$ cat config.mk
export PLATFORM = sky130hd
export DESIGN_NAME = c_subset_lexer
export DESIGN_NICKNAME = d
export VERILOG_FILES = /design/src/sv/csl_pkg.sv /design/src/sv/c_subset_lexer.sv /design/src/sv/csl_ram.sv /design/src/sv/csl_symcopy.sv /design/src/sv/csl_scan.sv
export SDC_FILE = /design/constraint.sdc
export NUM_CORES = 1
export LEC_CHECK = 0
export BUFFER_PORTS_ARGS = -buffer_cell sky130_fd_sc_hd__buf_2
export CAP_MARGIN = 20
export CORE_UTILIZATION = 32
export CTS_CLUSTER_SIZE = 40
export DETAILED_ROUTE_END_ITERATION = 12
export GPL_ROUTABILITY_DRIVEN = 0
export PLACE_DENSITY = 0.45
export SYNTH_ARGS = -nofsm -noshare
export SYNTH_HDL_FRONTEND = slang
export SYNTH_SLANG_ARGS = --single-unit
$ cat constraint.sdc
create_clock -name clk -period 14.5 [get_ports clk]
set_clock_uncertainty 0.1 [all_clocks]
set_input_delay 2.175 -clock clk [delete_from_list [all_inputs] [get_ports clk]]
set_output_delay 2.175 -clock clk [all_outputs]
set_load 0.02 [all_outputs]
$ cat src/sv/csl_pkg.sv
// Package for the C subset lexer: beat types, mode and kind codes, constants.
// Used by every module of the block but csl_ram; depends on nothing.
`default_nettype none
package csl_pkg;
  localparam int TOKEN_CHARS  = 64;
  localparam int SYMBOL_SLOTS = 128;
  localparam int TCW = $clog2(TOKEN_CHARS);
  localparam int SSW = $clog2(SYMBOL_SLOTS);
  localparam int TXT_DEPTH = SYMBOL_SLOTS * TOKEN_CHARS;
  localparam int TXW = $clog2(TXT_DEPTH);
  localparam logic [7:0]  ERROR_CAP = 8'd128;
  localparam logic [15:0] LINE_CAP  = 16'hFFFF;

  localparam logic [2:0] M_IDLE   = 3'd0;
  localparam logic [2:0] M_SLASH  = 3'd1;
  localparam logic [2:0] M_LINEC  = 3'd2;
  localparam logic [2:0] M_BLOCKC = 3'd3;
  localparam logic [2:0] M_NUM    = 3'd4;
  localparam logic [2:0] M_WORD   = 3'd5;
  localparam logic [2:0] M_OPER   = 3'd6;

  localparam logic [2:0] K_NUM     = 3'd0;
  localparam logic [2:0] K_KEY     = 3'd1;
  localparam logic [2:0] K_IDENT   = 3'd2;
  localparam logic [2:0] K_REL     = 3'd3;
  localparam logic [2:0] K_OP      = 3'd4;
  localparam logic [2:0] K_PAREN   = 3'd5;
  localparam logic [2:0] K_INVALID = 3'd6;
  localparam logic [2:0] K_END     = 3'd7;

  typedef struct packed {
    logic [7:0] char_code;
    logic       end_of_input;
  } in_beat_t;

  typedef struct packed {
    logic [2:0]  token_kind;
    logic [15:0] line_number;
    logic [6:0]  token_length;
    logic [2:0]  keyword_index;
    logic [7:0]  symbol_slot;
    logic [7:0]  first_char;
    logic [7:0]  symbol_total;
    logic [7:0]  error_total;
    logic        last_of_run;
  } out_beat_t;

  // Symbol store write request from the copier, csl_symcopy.
  typedef struct packed {
    logic           we;
    logic [TXW-1:0] addr;
    logic [7:0]     data;
  } txt_wr_t;

  typedef struct packed {
    logic           we;
    logic [SSW-1:0] addr;
    logic [15:0]    data;
  } line_wr_t;

  function automatic logic is_digit(input logic [7:0] c);
    return c >= 8'h30 && c <= 8'h39;
  endfunction
  function automatic logic is_alpha(input logic [7:0] c);
    return (c >= 8'h61 && c <= 8'h7a) || (c >= 8'h41 && c <= 8'h5a);
  endfunction
  function automatic logic is_opchar(input logic [7:0] c);
    return c == 8'h2b || c == 8'h2d || c == 8'h2a || c == 8'h2f ||
           c == 8'h3c || c == 8'h3e || c == 8'h3d || c == 8'h21;
  endfunction
endpackage
`default_nettype wire

$ cat src/sv/c_subset_lexer.sv
// Top level of the C subset lexer: scanner, token buffer RAM, symbol stores.
// Depends on csl_pkg, csl_scan, csl_symcopy, csl_ram.
//
//  channel | direction | handshake          | payload
//  in      | in        | in_valid/in_ready  | csl_pkg::in_beat_t
//  out     | out       | out_valid/out_ready| csl_pkg::out_beat_t
//
// One character a cycle unless the output or a copy stalls; a character that
// yields two results holds the input until the second beat leaves the
// two-entry output queue. A stored identifier copies its text into the symbol
// store one character a cycle and holds the input until the copy is done.
// Reset is synchronous; all store contents are undefined until written.
`default_nettype none
module c_subset_lexer (
  input  wire logic               clk,
  input  wire logic               rst,
  input  wire logic               in_valid,
  output      logic               in_ready,
  input  wire csl_pkg::in_beat_t  in_data,
  output      logic               out_valid,
  input  wire logic               out_ready,
  output      csl_pkg::out_beat_t out_data
);
  import csl_pkg::*;

  logic [TCW-1:0] tok_waddr, tok_raddr;
  logic [7:0]     tok_wdata, tok_rdata, txt_rdata, sym_first;
  logic           tok_we, sym_start, copy_busy, go;
  logic [SSW-1:0] sym_slot;
  logic [6:0]     sym_len;
  logic [15:0]    sym_line, line_rdata;
  logic [1:0]     n_res;
  out_beat_t      res0, res1;
  txt_wr_t        txt_wr;
  line_wr_t       line_wr;

  // Two-entry output queue.
  out_beat_t q [2];
  logic [1:0] qn;
  logic       pop;

  assign out_valid = qn != 2'd0;
  assign out_data  = q[0];
  assign pop       = out_valid && out_ready;
  // Accept when both results fit after this cycle's pop and no copy conflicts.
  assign in_ready  = (qn == 2'd0 || (qn == 2'd1 && pop)) && !copy_busy;
  assign go        = in_valid && in_ready;

  // An accepted beat always finds the queue empty after this cycle's pop.
  always_ff @(posedge clk) begin
    logic [1:0] base;
    base = qn - {1'b0, pop};
    if (rst) qn <= '0;
    else qn <= base + (go ? n_res : 2'd0);
    if (go && n_res != 2'd0) begin
      q[0] <= res0;
      q[1] <= res1;
    end else if (pop) q[0] <= q[1];
  end

  csl_scan u_scan (
    .clk, .rst, .in_beat(in_data), .go,
    .tok_waddr, .tok_wdata, .tok_we,
    .sym_start, .sym_slot, .sym_len, .sym_line, .sym_first,
    .n_res, .res0, .res1
  );

  csl_ram #(.WIDTH(8), .DEPTH(TOKEN_CHARS)) u_tok (
    .clk, .we(tok_we && go), .waddr(tok_waddr), .wdata(tok_wdata),
    .raddr(tok_raddr), .rdata(tok_rdata)
  );

  csl_symcopy u_copy (
    .clk, .rst, .start(sym_start && go), .slot(sym_slot), .len(sym_len),
    .line(sym_line), .first(sym_first), .tok_rdata, .tok_raddr, .busy(copy_busy),
    .txt_wr, .line_wr
  );

  csl_ram #(.WIDTH(8), .DEPTH(TXT_DEPTH)) u_txt (
    .clk, .we(txt_wr.we), .waddr(txt_wr.addr), .wdata(txt_wr.data),
    .raddr(txt_wr.addr), .rdata(txt_rdata)
  );

  csl_ram #(.WIDTH(16), .DEPTH(SYMBOL_SLOTS)) u_line (
    .clk, .we(line_wr.we), .waddr(line_wr.addr), .wdata(line_wr.data),
    .raddr(line_wr.addr), .rdata(line_rdata)
  );
endmodule
`default_nettype wire

$ cat src/sv/csl_ram.sv
// Generic single-port-write, single-port-read RAM with registered read data.
// No dependencies.
`default_nettype none
module csl_ram #(
  parameter int WIDTH = 8,
  parameter int DEPTH = 64
) (
  input  wire logic                     clk,
  input  wire logic                     we,
  input  wire logic [$clog2(DEPTH)-1:0] waddr,
  input  wire logic [WIDTH-1:0]         wdata,
  input  wire logic [$clog2(DEPTH)-1:0] raddr,
  output      logic [WIDTH-1:0]         rdata
);
  logic [WIDTH-1:0] mem [DEPTH];

  always_ff @(posedge clk) begin
    if (we) begin
      mem[waddr] <= wdata;
    end
    rdata <= mem[raddr];
  end
endmodule
`default_nettype wire

$ cat src/sv/csl_symcopy.sv
// Copies a finished identifier from the token buffer into the symbol store.
// Depends on csl_pkg; one character a cycle, holding the top's input while busy.
`default_nettype none
module csl_symcopy (
  input  wire logic                     clk,
  input  wire logic                     rst,
  input  wire logic                     start,
  input  wire logic [csl_pkg::SSW-1:0]  slot,
  input  wire logic [6:0]               len,
  input  wire logic [15:0]              line,
  input  wire logic [7:0]               first,
  input  wire logic [7:0]               tok_rdata,
  output      logic [csl_pkg::TCW-1:0]  tok_raddr,
  output      logic                     busy,
  output      csl_pkg::txt_wr_t         txt_wr,
  output      csl_pkg::line_wr_t        line_wr
);
  import csl_pkg::*;

  logic           active;
  logic [TCW:0]   idx;
  logic           rd_valid;
  logic [TCW-1:0] rd_idx;
  logic [SSW-1:0] cur_slot;
  logic [6:0]     cur_len;
  logic [7:0]     cur_first;

  assign busy      = active || rd_valid;
  assign tok_raddr = idx[TCW-1:0];

  always_ff @(posedge clk) begin
    if (rst) begin
      active   <= 1'b0;
      rd_valid <= 1'b0;
    end else begin
      rd_valid <= active;
      if (start) begin
        active <= 1'b1;
        idx    <= '0;
      end else if (active) begin
        idx <= idx + 1'b1;
        if (idx == (TCW+1)'(TOKEN_CHARS - 1)) begin
          active <= 1'b0;
        end
      end
    end
    if (start) begin
      cur_slot  <= slot;
      cur_len   <= len;
      cur_first <= first;
    end
    rd_idx <= idx[TCW-1:0];
  end

  // Take the first character from the latched copy: the buffer's entry 0 may
  // already hold the start of the next token. Pad past the length with zeros.
  always_comb begin
    txt_wr.we   = rd_valid;
    txt_wr.addr = {cur_slot, rd_idx};
    if (rd_idx == '0) txt_wr.data = cur_first;
    else txt_wr.data = ({1'b0, rd_idx} < cur_len[TCW:0] || cur_len > 7'(TOKEN_CHARS - 1))
                       ? tok_rdata : 8'h00;
    line_wr.we   = start;
    line_wr.addr = slot;
    line_wr.data = line;
  end
endmodule
`default_nettype wire

$ cat src/sv/csl_scan.sv
// Per-character scanner: mode machine, keyword match, counters, result beats.
// Depends on csl_pkg.
`default_nettype none
module csl_scan (
  input  wire logic               clk,
  input  wire logic               rst,
  input  wire csl_pkg::in_beat_t  in_beat,
  input  wire logic               go,
  output      logic [csl_pkg::TCW-1:0] tok_waddr,
  output      logic [7:0]         tok_wdata,
  output      logic               tok_we,
  output      logic               sym_start,
  output      logic [csl_pkg::SSW-1:0] sym_slot,
  output      logic [6:0]         sym_len,
  output      logic [15:0]        sym_line,
  output      logic [7:0]         sym_first,
  output      logic [1:0]         n_res,
  output      csl_pkg::out_beat_t res0,
  output      csl_pkg::out_beat_t res1
);
  import csl_pkg::*;

  logic [2:0]  mode, mode_next;
  logic [6:0]  count, count_next;
  logic [15:0] line, line_next;
  logic        star, star_next;
  logic [7:0]  syms, syms_next;
  logic [7:0]  errs, errs_next;
  logic [7:0]  first, first_next;
  logic [7:0]  second;
  // Keyword prefix matches, one bit per keyword, built as characters arrive.
  logic [5:0]  kwm, kwm_next;

  logic [7:0]  c;
  assign c = in_beat.char_code;

  localparam logic [2:0] KW_LEN [6] = '{3'd3, 3'd5, 3'd2, 3'd4, 3'd5, 3'd6};
  // Keyword text, right-aligned: the first character sits in the highest used byte.
  localparam logic [47:0] KW_TEXT [6] = '{"int", "float", "if", "else", "while", "return"};

  function automatic logic [7:0] kw_char(input int k, input int i);
    int len;
    len = int'(KW_LEN[k]);
    return (i < len) ? KW_TEXT[k][8*(len-1-i) +: 8] : 8'h00;
  endfunction

  out_beat_t r [2];
  int unsigned n;

  always_comb begin
    logic [2:0] kwi;
    logic       kwhit;
    logic       flush_now;
    logic       do_idle;
    logic       rel;
    mode_next  = mode;
    count_next = count;
    line_next  = line;
    star_next  = star;
    syms_next  = syms;
    errs_next  = errs;
    first_next = first;
    kwm_next   = kwm;
    tok_we     = 1'b0;
    tok_waddr  = count[TCW-1:0];
    tok_wdata  = c;
    sym_start  = 1'b0;
    sym_slot   = syms[SSW-1:0];
    sym_len    = count;
    sym_line   = line;
    sym_first  = first;
    n          = 0;
    r[0]       = '0;
    r[1]       = '0;
    flush_now  = 1'b0;
    do_idle    = 1'b0;
    kwi        = 3'd0;
    kwhit      = 1'b0;
    for (int k = 5; k >= 0; k--) begin
      if (kwm[k] && count == {4'd0, KW_LEN[k]}) begin
        kwhit = 1'b1;
        kwi   = 3'(k);
      end
    end
    rel = count == 7'd2 && second == 8'h3d &&
          (first == 8'h3d || first == 8'h21 || first == 8'h3c || first == 8'h3e);

    if (in_beat.end_of_input) begin
      if (mode == M_SLASH) begin
        mode_next = M_OPER; count_next = 7'd1; first_next = 8'h2f;
        r[0] = '0;
        r[0].token_kind = K_OP; r[0].token_length = 7'd1; r[0].first_char = 8'h2f;
        r[0].line_number = line; r[0].symbol_total = syms; r[0].error_total = errs;
        n = 1;
      end else if (mode == M_NUM || mode == M_WORD || mode == M_OPER) begin
        flush_now = 1'b1;
      end
      star_next = 1'b0;
    end else begin
      unique case (mode)
        M_SLASH: begin
          if (c == 8'h2f) mode_next = M_LINEC;
          else if (c == 8'h2a) begin
            mode_next = M_BLOCKC; star_next = 1'b0;
          end else if (is_opchar(c)) begin
            mode_next = M_OPER; count_next = 7'd2; first_next = 8'h2f;
            tok_we = 1'b1; tok_waddr = TCW'(1);
          end else begin
            // Flush the lone slash operator, then start on c.
            r[0].token_kind = K_OP; r[0].token_length = 7'd1; r[0].first_char = 8'h2f;
            r[0].line_number = line; r[0].symbol_total = syms; r[0].error_total = errs;
            n = 1; do_idle = 1'b1;
          end
        end
        M_OPER: begin
          if (is_opchar(c)) begin
            if (count < 7'(TOKEN_CHARS)) begin
              tok_we = 1'b1; count_next = count + 1'b1;
            end
          end else begin
            flush_now = 1'b1; do_idle = 1'b1;
          end
        end
        M_LINEC: if (c == 8'h0a) do_idle = 1'b1;
        M_BLOCKC: begin
          if (c == 8'h0a && line < LINE_CAP) line_next = line + 1'b1;
          if (star && c == 8'h2f) begin
            mode_next = M_IDLE; star_next = 1'b0;
          end else star_next = (c == 8'h2a);
        end
        M_NUM: begin
          if (is_digit(c) || c == 8'h2e) begin
            if (count < 7'(TOKEN_CHARS)) begin
              tok_we = 1'b1; count_next = count + 1'b1;
            end
          end else begin
            flush_now = 1'b1; do_idle = 1'b1;
          end
        end
        M_WORD: begin
          if (is_alpha(c) || is_digit(c) || c == 8'h5f) begin
            if (count < 7'(TOKEN_CHARS)) begin
              tok_we = 1'b1; count_next = count + 1'b1;
              for (int k = 0; k < 6; k++) begin
                kwm_next[k] = kwm[k] && count < 7'd6 &&
                              kw_char(k, int'(count)) == c;
              end
            end
          end else begin
            flush_now = 1'b1; do_idle = 1'b1;
          end
        end
        default: do_idle = 1'b1;
      endcase
    end

    if (flush_now) begin
      r[0].line_number = line; r[0].token_length = count; r[0].first_char = first;
      r[0].error_total = errs; r[0].symbol_total = syms;
      if (mode == M_NUM) r[0].token_kind = K_NUM;
      else if (mode == M_OPER) r[0].token_kind = rel ? K_REL : K_OP;
      else if (kwhit) begin
        r[0].token_kind = K_KEY; r[0].keyword_index = kwi;
      end else begin
        r[0].token_kind = K_IDENT;
        if ({1'b0, syms} < 9'(SYMBOL_SLOTS)) begin
          r[0].symbol_slot = syms;
          syms_next = syms + 1'b1;
          r[0].symbol_total = syms + 1'b1;
          sym_start = 1'b1;
        end else r[0].symbol_slot = 8'(SYMBOL_SLOTS);
      end
      n = 1;
      mode_next = M_IDLE; count_next = '0;
    end

    if (do_idle) begin
      mode_next = M_IDLE; count_next = '0;
      if (c == 8'h20 || c == 8'h09) begin
      end else if (c == 8'h0a) begin
        if (line < LINE_CAP) line_next = line + 1'b1;
      end else if (c == 8'h2f) mode_next = M_SLASH;
      else if (is_digit(c) || is_alpha(c) || is_opchar(c)) begin
        mode_next = is_digit(c) ? M_NUM : (is_alpha(c) ? M_WORD : M_OPER);
        count_next = 7'd1; first_next = c; tok_we = 1'b1; tok_waddr = '0;
        for (int k = 0; k < 6; k++) kwm_next[k] = kw_char(k, 0) == c;
      end else begin
        r[n] = '0;
        r[n].line_number = line; r[n].token_length = 7'd1; r[n].first_char = c;
        r[n].symbol_total = syms_next;
        if (c == 8'h28 || c == 8'h29) begin
          r[n].token_kind = K_PAREN; r[n].error_total = errs;
        end else begin
          if (errs < ERROR_CAP) errs_next = errs + 1'b1;
          r[n].token_kind = K_INVALID; r[n].error_total = errs_next;
        end
        n = n + 1;
      end
    end

    if (in_beat.end_of_input) begin
      // After a held slash, the flush beat was already built above.
      if (mode != M_SLASH) n = flush_now ? 1 : 0;
      r[n] = '0;
      r[n].token_kind = K_END; r[n].line_number = line;
      r[n].symbol_total = syms_next; r[n].error_total = errs;
      n = n + 1;
      mode_next = M_IDLE; count_next = '0;
    end
    if (n == 2) r[1].last_of_run = 1'b1;
    else r[0].last_of_run = 1'b1;
  end

  assign n_res = 2'(n);
  assign res0  = r[0];
  assign res1  = r[1];

  always_ff @(posedge clk) begin
    if (rst) begin
      mode <= M_IDLE;
      count <= '0;
      line <= 16'd1;
      star <= 1'b0;
      syms <= '0;
      errs <= '0;
    end else if (go) begin
      mode <= mode_next;
      count <= count_next;
      line <= line_next;
      star <= star_next;
      syms <= syms_next;
      errs <= errs_next;
    end
    if (go) begin
      first <= first_next;
      kwm   <= kwm_next;
      if (tok_we && tok_waddr == TCW'(1)) second <= c;
    end
  end
endmodule
`default_nettype wire

== After elaboration in Yosys (flattened, before gate mapping) ==
Memories as Yosys holds them, arrays and structs flattened.
Cells that the tools add are included.

* Reduce and logical (&&, ||, !) cells: 69
* Shift-type cells: 6
* Muxes and demuxes: 227
* Equal/unequal tests: 57
* Add/sub/neg operators: 14
* Bitwise operators: 13
* Order comparisons: 20

{| class="wikitable"
|+ Operators with widths
! operator !! count
|-
| 124-bit bitwise mux || 12
|-
| 124-bit 2-to-1 mux || 7
|-
| 62-bit demux with 1-bit select || 12
|-
| 32-bit 2-to-1 mux || 13
|-
| 62-bit 2-to-1 mux || 6
|-
| 48-bit by 32-bit indexed part select with 8-bit output, first input constant || 6
|-
| 124-bit AND || 2
|-
| 8-bit 2-to-1 mux || 31
|-
| 124-bit inverter || 2
|-
| 8-bit by 6-bit == test with 1-bit output, second input constant || 17
|-
| 26-bit 2-to-1 mux || 5
|-
| 59-bit 2-to-1 mux || 2
|-
| 6-bit 2-to-1 mux || 19
|-
| 16-bit 2-to-1 mux || 7
|-
| 7-bit 2-to-1 mux || 14
|-
| 24-bit 2-to-1 mux || 4
|-
| 33-bit by 2-bit >= comparator with 1-bit output, second input constant || 2
|-
| 33-bit by 1-bit less-than comparator with 1-bit output, second input constant || 2
|-
| 3-bit 2-to-1 mux || 22
|-
| 32-bit inverter with 33-bit output || 2
|-
| 32-bit by 1-bit adder with 32-bit output, second input constant || 2
|-
| 61-bit 2-to-1 mux || 1
|-
| 1-bit 2-to-1 mux || 53
|-
| 8-bit == test || 6
|-
| other kinds (61) || 157
|}

* Memories kept: 1
* RAM bits: 124
* Logic and storage cells: 420
* Input port bits: 13
* Register bits after elaboration: 76

{| class="wikitable"
|+ Memory list
! name !! words !! width !! rd ports !! clocked after Yosys merged registers in !! write ports !! RTL line !! RTL
|-
| q || 2 || 62 || 2 || 0 || 2 || c_subset_lexer.sv:38 || <nowiki>out_beat_t q [2];</nowiki>
|}

== Depth between registers and ports, before layout ==
Gate-level depths: netlist (run 1).

* Depth after elaboration: 41
* Mapped depth: 20

== By module ==
A second synthesis (run 1) with hierarchy kept.

* Cell total of the unflattened synthesis: 2284
* Area, all modules: 33683.6 um^2

{| class="wikitable"
|+ Modules (own cells, without submodules)
! module !! area each (um^2) !! sequential area each (um^2) !! instances !! cells each
|-
| csl_ram || 20190.6 || 15534.9 || 1 || 972
|-
| csl_scan || 7098.1 || 1521.5 || 1 || 955
|-
| c_subset_lexer || 4722.0 || 3763.6 || 1 || 217
|-
| csl_symcopy || 1672.9 || 1031.0 || 1 || 140
|}

== Least setup slack after synthesis (run 1) ==
Ideal clock, no wire load.

* Path type: input to register
* Start point: in in_data[7] in the netlist's numbering
* End point: mem q[0][0] in the netlist's numbering, enable pin
* Stages: 16
* Library setup time: 393 ps
* Path buffers: 2
* Slack: 5948 ps
* Required time: 14007 ps
* Data arrival time: 8060 ps
* Cells stage by stage: buf_2 -> nor2b_1 -> a21oi_2 -> o31ai_2 -> o21a_2 -> and2_4 -> buf_6 -> inv_6 -> ha_1 -> mux2i_1 -> o21ai_0 -> ha_1 -> o21ai_0 -> nand2_1 -> a31oi_1 -> or2_2

{| class="wikitable"
|+ RTL lines
! item !! RTL line !! RTL
|-
| start, declared || c_subset_lexer.sv:19 || <nowiki>input wire csl_pkg::in_beat_t in_data,</nowiki>
|-
| end, declared || c_subset_lexer.sv:38 ||
|}

==> metrics, run 1 <==
post-DP HPWL=20,690 um; crit path launch type=input pin; sequential share of power=0.416; Sink Count=183; cts repair resizes=0; Synthesized Nets=1,126; Clk pwr share=0.259; antenna viol nets, final=0; syn_area_per_cell=a little under 10 um2; Mapped Area=10,690 um2; Seq cells post-synth=183; Max Clk Rate=between 100 and 150 MHz; Area Growth Syn to Fin=12.12%; unrepaired setup endpoints after global routing=no; Core ar.=32,700 um2; adder-cell share of the synthesized area=0.02458; PD cells=around 160 nW/um2; H-tree depth=4; largest net degree at the start of global routing=63; Slew Limit Fails=0; top-level I/O count=77; Final #Nets=roughly 1,200; Post-Syn Instances=around 1,100; final hold violations=0; crit path max fanout=62; initial antenna violation count=0; vias in the first global route=7,913; Post-CTS Setup Bufs=0; vias per inst=5.271; Synth Area in XOR/XNOR=0.03687; NetSw=around 0.7 mW; TritonCTS Buffers=17; Initial Util=0.3269; Pint=~1.2 mW; MaxCap Viol Count=0; worst hold path class=flop to flop; first-pass GRT wire length=47,120 um; critical path capture point type=flop; Avg WL per Cell=between 15 and 20 um; worst slew pin tran=1.068 ns; Synth Area in Simple Gates=0.2144; library cells used by synthesis=a little under 90; Sw Ratio=0.3650; Period minus WS final=6.963 ns; Final Cycle Share=0.4802; Gate power share=0.325; Die Height=around 180 um; grt ovf=0; setup_tns=0 ns; worst skew pair latency=about 0.44 ns; status=finished, final reports clean; share of post-route cells with drive strength above 1=0.1561; die area=34,140 um2; die width=184.8 um; Async SR Flop Fraction=0; Core Util, Final=0.3665; Final Setup Violations=0; crit path DAT=7.05 ns; DP Worst Slack=7.122 ns; DRT Pass-1 Iters=6; yosys warns=0; final worst slack=~7.5 ns; CTS tree=done; kind of critical path=input pin to flop; n_diodes=0; static leakage=4.375 nW; Yosys top cell by area=edfxtp_1; Required @ worst endpoint=14.59 ns; Synth Area in Compound Gates=0.1382; starting DRC count in detailed routing=approximately 700; EDFF count, synth=136; ranking of synthesized cells by area=edfxtp_1, dfxtp_1, nor2_1; sequential area share after synthesis=0.4701; std cell rows=66; clk buf depth=2; final wirelength=30,050 um; CTS Hold Bufs=0; VDD IR-drop max=79.69 uV; mux cell area share after synthesis=0.06789; Clk pin slew, worst setup/hold paths=0.07 ns; PortBufs=76; worst rel slew slack=0.2881; post-synth top area share=0.3821; drt drc=0; via count=8,338; Top FF cell, synth=edfxtp_1; gr usage total=0.1809; largest family of logic cells by synthesized area=simple AND/OR/NAND/NOR gates; root buffer cell=clkbuf_16
-- cells by family after synthesis --
family,Yosys count
mux,60
xor+xnor,45
compound gates,217
fa+ha+maj,21
simple gates,449
flops,183
buf+inv,117
-- Yosys cell counts, types with 17 or more instances --
| cell type | instances |
|---|---|
| nor2_1 | 108 |
| inv_1 | 44 |
| nand4_1 | 18 |
| and2_1 | 31 |
| nand2_1 | 101 |
| mux2_4 | 24 |
| o21ai_0 | 38 |
| and3_1 | 23 |
| a31oi_1 | 21 |
| xor2_1 | 28 |
| mux2i_1 | 32 |
| edfxtp_1 | 136 |
| nor3_1 | 47 |
| clkbuf_1 | 42 |
| dfxtp_1 | 47 |
| ha_1 | 21 |
| a21oi_1 | 49 |
| xnor2_1 | 17 |
| nand3_1 | 43 |
-- placed cells by master, fill, tap and decap left out, drive strengths merged, types with 4 or more instances in the layout --
cell type | Yosys | layout
edfxtp | 136 | 136
nor2 | 109 | 109
nand2 | 101 | 101
buf | 25 | 83
a21oi | 51 | 51
inv | 46 | 51
nor3 | 48 | 48
dfxtp | 47 | 47
nand3 | 43 | 43
o21ai | 43 | 43
and2 | 33 | 33
mux2i | 32 | 32
xor2 | 28 | 28
mux2 | 28 | 28
and3 | 23 | 23
clkbuf | 42 | 23
ha | 21 | 21
a31oi | 21 | 21
nand4 | 18 | 18
xnor2 | 17 | 17
nor2b | 16 | 16
or3 | 11 | 11
o31ai | 11 | 11
a211oi | 10 | 10
nor4 | 10 | 10
nand2b | 7 | 7
a21o | 7 | 7
o211ai | 7 | 7
a22oi | 6 | 6
a221oi | 6 | 6
o22ai | 6 | 6
nor3b | 6 | 6
a41oi | 5 | 5
clkinv | 4 | 5
a22o | 5 | 5
o21a | 5 | 5
nor4b | 5 | 5
a21boi | 5 | 5
or2 | 4 | 4
-- state kept, by name, indices dropped and copies added, names as in the netlist --
name,cells
u_scan.errs,8
u_scan.second,8
u_scan.kwm,6
u_scan.mode,3
u_scan.star,1
u_scan.syms,8
u_scan.sym_line,16
u_copy.active,1
u_scan.sym_len,7
qn,2
u_copy.idx,7
q,107
u_scan.sym_first,8
u_copy.rd_valid,1
-- power groups by stage --
stage | sequential (mW) | combinational, mW | clock (mW)
final | 0.778 | 0.608 | 0.484
after global routing | 0.793 | 0.666 | 0.513
after CTS | 0.780 | 0.615 | 0.496
after detailed placement | 0.791 | 0.613 | 0
after global placement | 0.792 | 0.613 | 0
after floorplan | 0.870 | 0.347 | 0
-- routing by layer --
layer | routed length (um) | share of wire | vias up | global-route usage
met5 | 0 | 0 | - | 0
met1 | 14570 | 0.48 | 4029 | 0.2538
met3 | 1216 | 0.040 | 25 | 0.02628
li1 | - | - | 4060 | -
met4 | 500 | 0.017 | 0 | 0.05355
met2 | 13770 | 0.46 | 224 | 0.2862
-- worst paths after layout --
check	slack (ns)	cells past startpoint	startpoint	end
setup / recovery	7.54	16	in_data[2]	q[0][1]$_DFFE_PP_
hold reg to reg	0.41	1	u_copy.active$_SDFF_PP0_	u_copy.rd_valid$_SDFF_PP0_
hold / removal	0.41	1	u_copy.active$_SDFF_PP0_	u_copy.rd_valid$_SDFF_PP0_
setup reg to reg	9.42	15	u_scan.mode[1]$_SDFFE_PP0P_	q[0][1]$_DFFE_PP_
-- per-stage QoR --
step / std cells / cell area [um2] / total power, mW / hold WS (ns)
finish: 1582 / 11980 / 1.870 / 0.4141
global route: 1582 / 11980 / 1.972 / 0.4455
CTS: 1582 / 11980 / 1.892 / 0.4131
detailed placement: 1550 / 11380 / 1.405 / 0.3988
global placement: 1550 / 11380 / 1.405 / 0.3954
floorplan: 1092 / 10690 / 1.218 / 0.3568
-- area by class of cell --
type,instances,area [um2]
fill,3317,20720
multi-input combinational,792,5179
sequential,183,5025
tap,442,553.0
clock buffer,23,499.2
timing repair buffer,83,432.9
inverter,50,192.7
clock inverter,9,102.6
-- worst max-delay path, cell delays in order --
cell	delay [ns]
buf_2	0.49
nor3b_1	0.38
a22oi_1	0.16
o31ai_1	0.44
o21a_2	0.34
and2_4	0.29
inv_6	0.06
ha_1	0.31
mux2i_1	0.14
o21ai_0	0.17
ha_1	0.37
o21ai_0	0.09
nand2_1	0.13
and3_1	0.19
a22o_4	0.83
mux2_2	0.41
No activity file was read; power rests on OpenSTA's default activity.
==> inputs of run 2 (changes only) <==
- PLACE_DENSITY: 0.45 -> 0.46
- clock period: 14.5 -> 5.6 ns (I/O delays scaled with it)
==> metrics, run 2 (synthesis results as in run 1) <==
status=finished, final reports clean; CTS tree=done; Final #Nets=1,192; fillers=3,366; share of post-route cells with drive strength above 1=0.1793; H-tree depth=4; worst path bufs/invs=3; Finished Layout Cells=~1,600; worst-path cell chain=buf_2 -> nor3b_1 -> nand2_1 -> a31o_2 -> a21boi_2 -> and2_4 -> inv_6 -> ha_1 -> mux2i_1 -> o21ai_0 -> ha_1 -> o21ai_0 -> nand2_1 -> and3_1 -> a22o_4 -> buf_12 -> mux2_4; Core ar.=32,700 um2; final worst slack=0.8940 ns; TritonCTS Buffers=17; crit path max-delay cell type=o21ai_0; MaxCap Viol Count=0; Required @ worst endpoint=roughly 5.7 ns; Inst Count DP=1,580; largest net degree at the start of global routing=46; vias per inst=5.244; gr usage total=0.1822; most common cell after layout, fill and taps aside=edfxtp_1; VDD IR-drop max=about 200 uV; worst hold path class=flop to flop; crit path DAT=4.79 ns; worst skew pair latency=0.44 ns; grt ovf=0; drt drc=0; max reg flops=107; initial antenna violation count=0; Max Clk Rate=~210 MHz; Avg WL per Cell=18.90 um; DRT Pass-1 Iters=5; cts repair resizes=0; Post-CTS Setup Bufs=0; crit path launch type=input pin; static leakage=4.516 nW; DP Worst Slack=0.4709 ns; Hold WS=0.3963 ns; PortBufs=76; post-DP HPWL=roughly 22,000 um; std cell rows=66; clk buf depth=2; Tot Pwr=4.861 mW; CP top delay family=compound AO/OA/AOI/OAI gates; most frequent cells in the layout=edfxtp_1, nor2_1, nand2_1; Clk pin slew, worst setup/hold paths=0.07 ns; crit-path max cell delay=0.35 ns; first-pass GRT wire length=47,430 um; CTS Hold Bufs=0; antenna viol nets, final=0; critical path capture point type=flop; Final Cycle Share=0.8404; die area=34,140 um2; starting DRC count in detailed routing=665; unrepaired setup endpoints after global routing=no; n_diodes=0; Slew Limit Fails=0; final hold violations=0; via count=8,458; Final Setup Violations=0; Die Height=184.8 um; top-level I/O count=77; worst slew pin tran=~0.85 ns; PD cells=397.4 nW/um2; vias in the first global route=8,018; crit path max fanout=30; Area Growth Syn to Fin=14.42%; die width=184.8 um; kind of critical path=input pin to flop; setup_tns=0 ns; root buffer cell=clkbuf_16; Initial Util=0.3269; final wirelength=roughly 30,000 um; worst rel slew slack=0.4290; Period minus WS final=4.706 ns; Sink Count=183; Biggest register=q
==> run 2: cell types whose count changed in the layout (fill, tap and decap cells not counted), moves of 2 or more <==
cell / previous run / this run
buf_12: 0 / 4
clkinvlp_4: 2 / 4
clkbuf_8: 3 / 0
clkinv_2: 0 / 2
buf_4: 7 / 33
==> run 2: worst min-delay path: stages, from the launching register on <==
cell and delay, ns:
dfxtp_1 0.33, a21oi_1 0.06, nor2_1 0.07
==> run 2: layout make-up <==
class,count,area (um2),area share
Multi-Input combinational cell,792,5179,0.4234
Tap cell,442,553.0,0.04522
Inverter,50,192.7,0.01575
Timing Repair Buffer,114,713.2,0.05831
Clock inverter,13,113.9,0.009309
Clock buffer,19,454.2,0.03714
Sequential cell,183,5025,0.4108
==> run 2: routing by layer <==
metal,global-route usage,share of wire,vias up
li1,-,-,4134
met1,0.2605,0.49,4057
met2,0.2802,0.45,220
met3,0.02391,0.039,47
met4,0.06347,0.022,0
met5,0,0,-
==> run 2: path summary, 6_finish.rpt <==
kind / startpoint / endpoint / slack, ns / depth (start not counted)
worst max-delay path: in_data[5] / q[0][6]$_DFFE_PP_ / 0.89 / 17
worst min-delay path: u_scan.star$_SDFFE_PP0P_ / u_scan.star$_SDFFE_PP0P_ / 0.40 / 2
worst max register to register: u_scan.mode[2]$_SDFFE_PP0P_ / q[0][6]$_DFFE_PP_ / 1.15 / 15
worst min register to register: u_scan.star$_SDFFE_PP0P_ / u_scan.star$_SDFFE_PP0P_ / 0.40 / 2
==> run 2: metrics by stage <==
step / util / area, um2
floorplan: - / 10710
global placement: 0.3565 / 11660
detailed placement: 0.3565 / 11660
CTS: 0.3739 / 12230
global route: 0.3740 / 12230
finish: 0.3740 / 12230
==> run 2: power breakdown <==
group          internal, mW  switching (mW)
Clock                 0.608           0.571
Combinational         0.583            1.10
Sequential             1.87           0.127
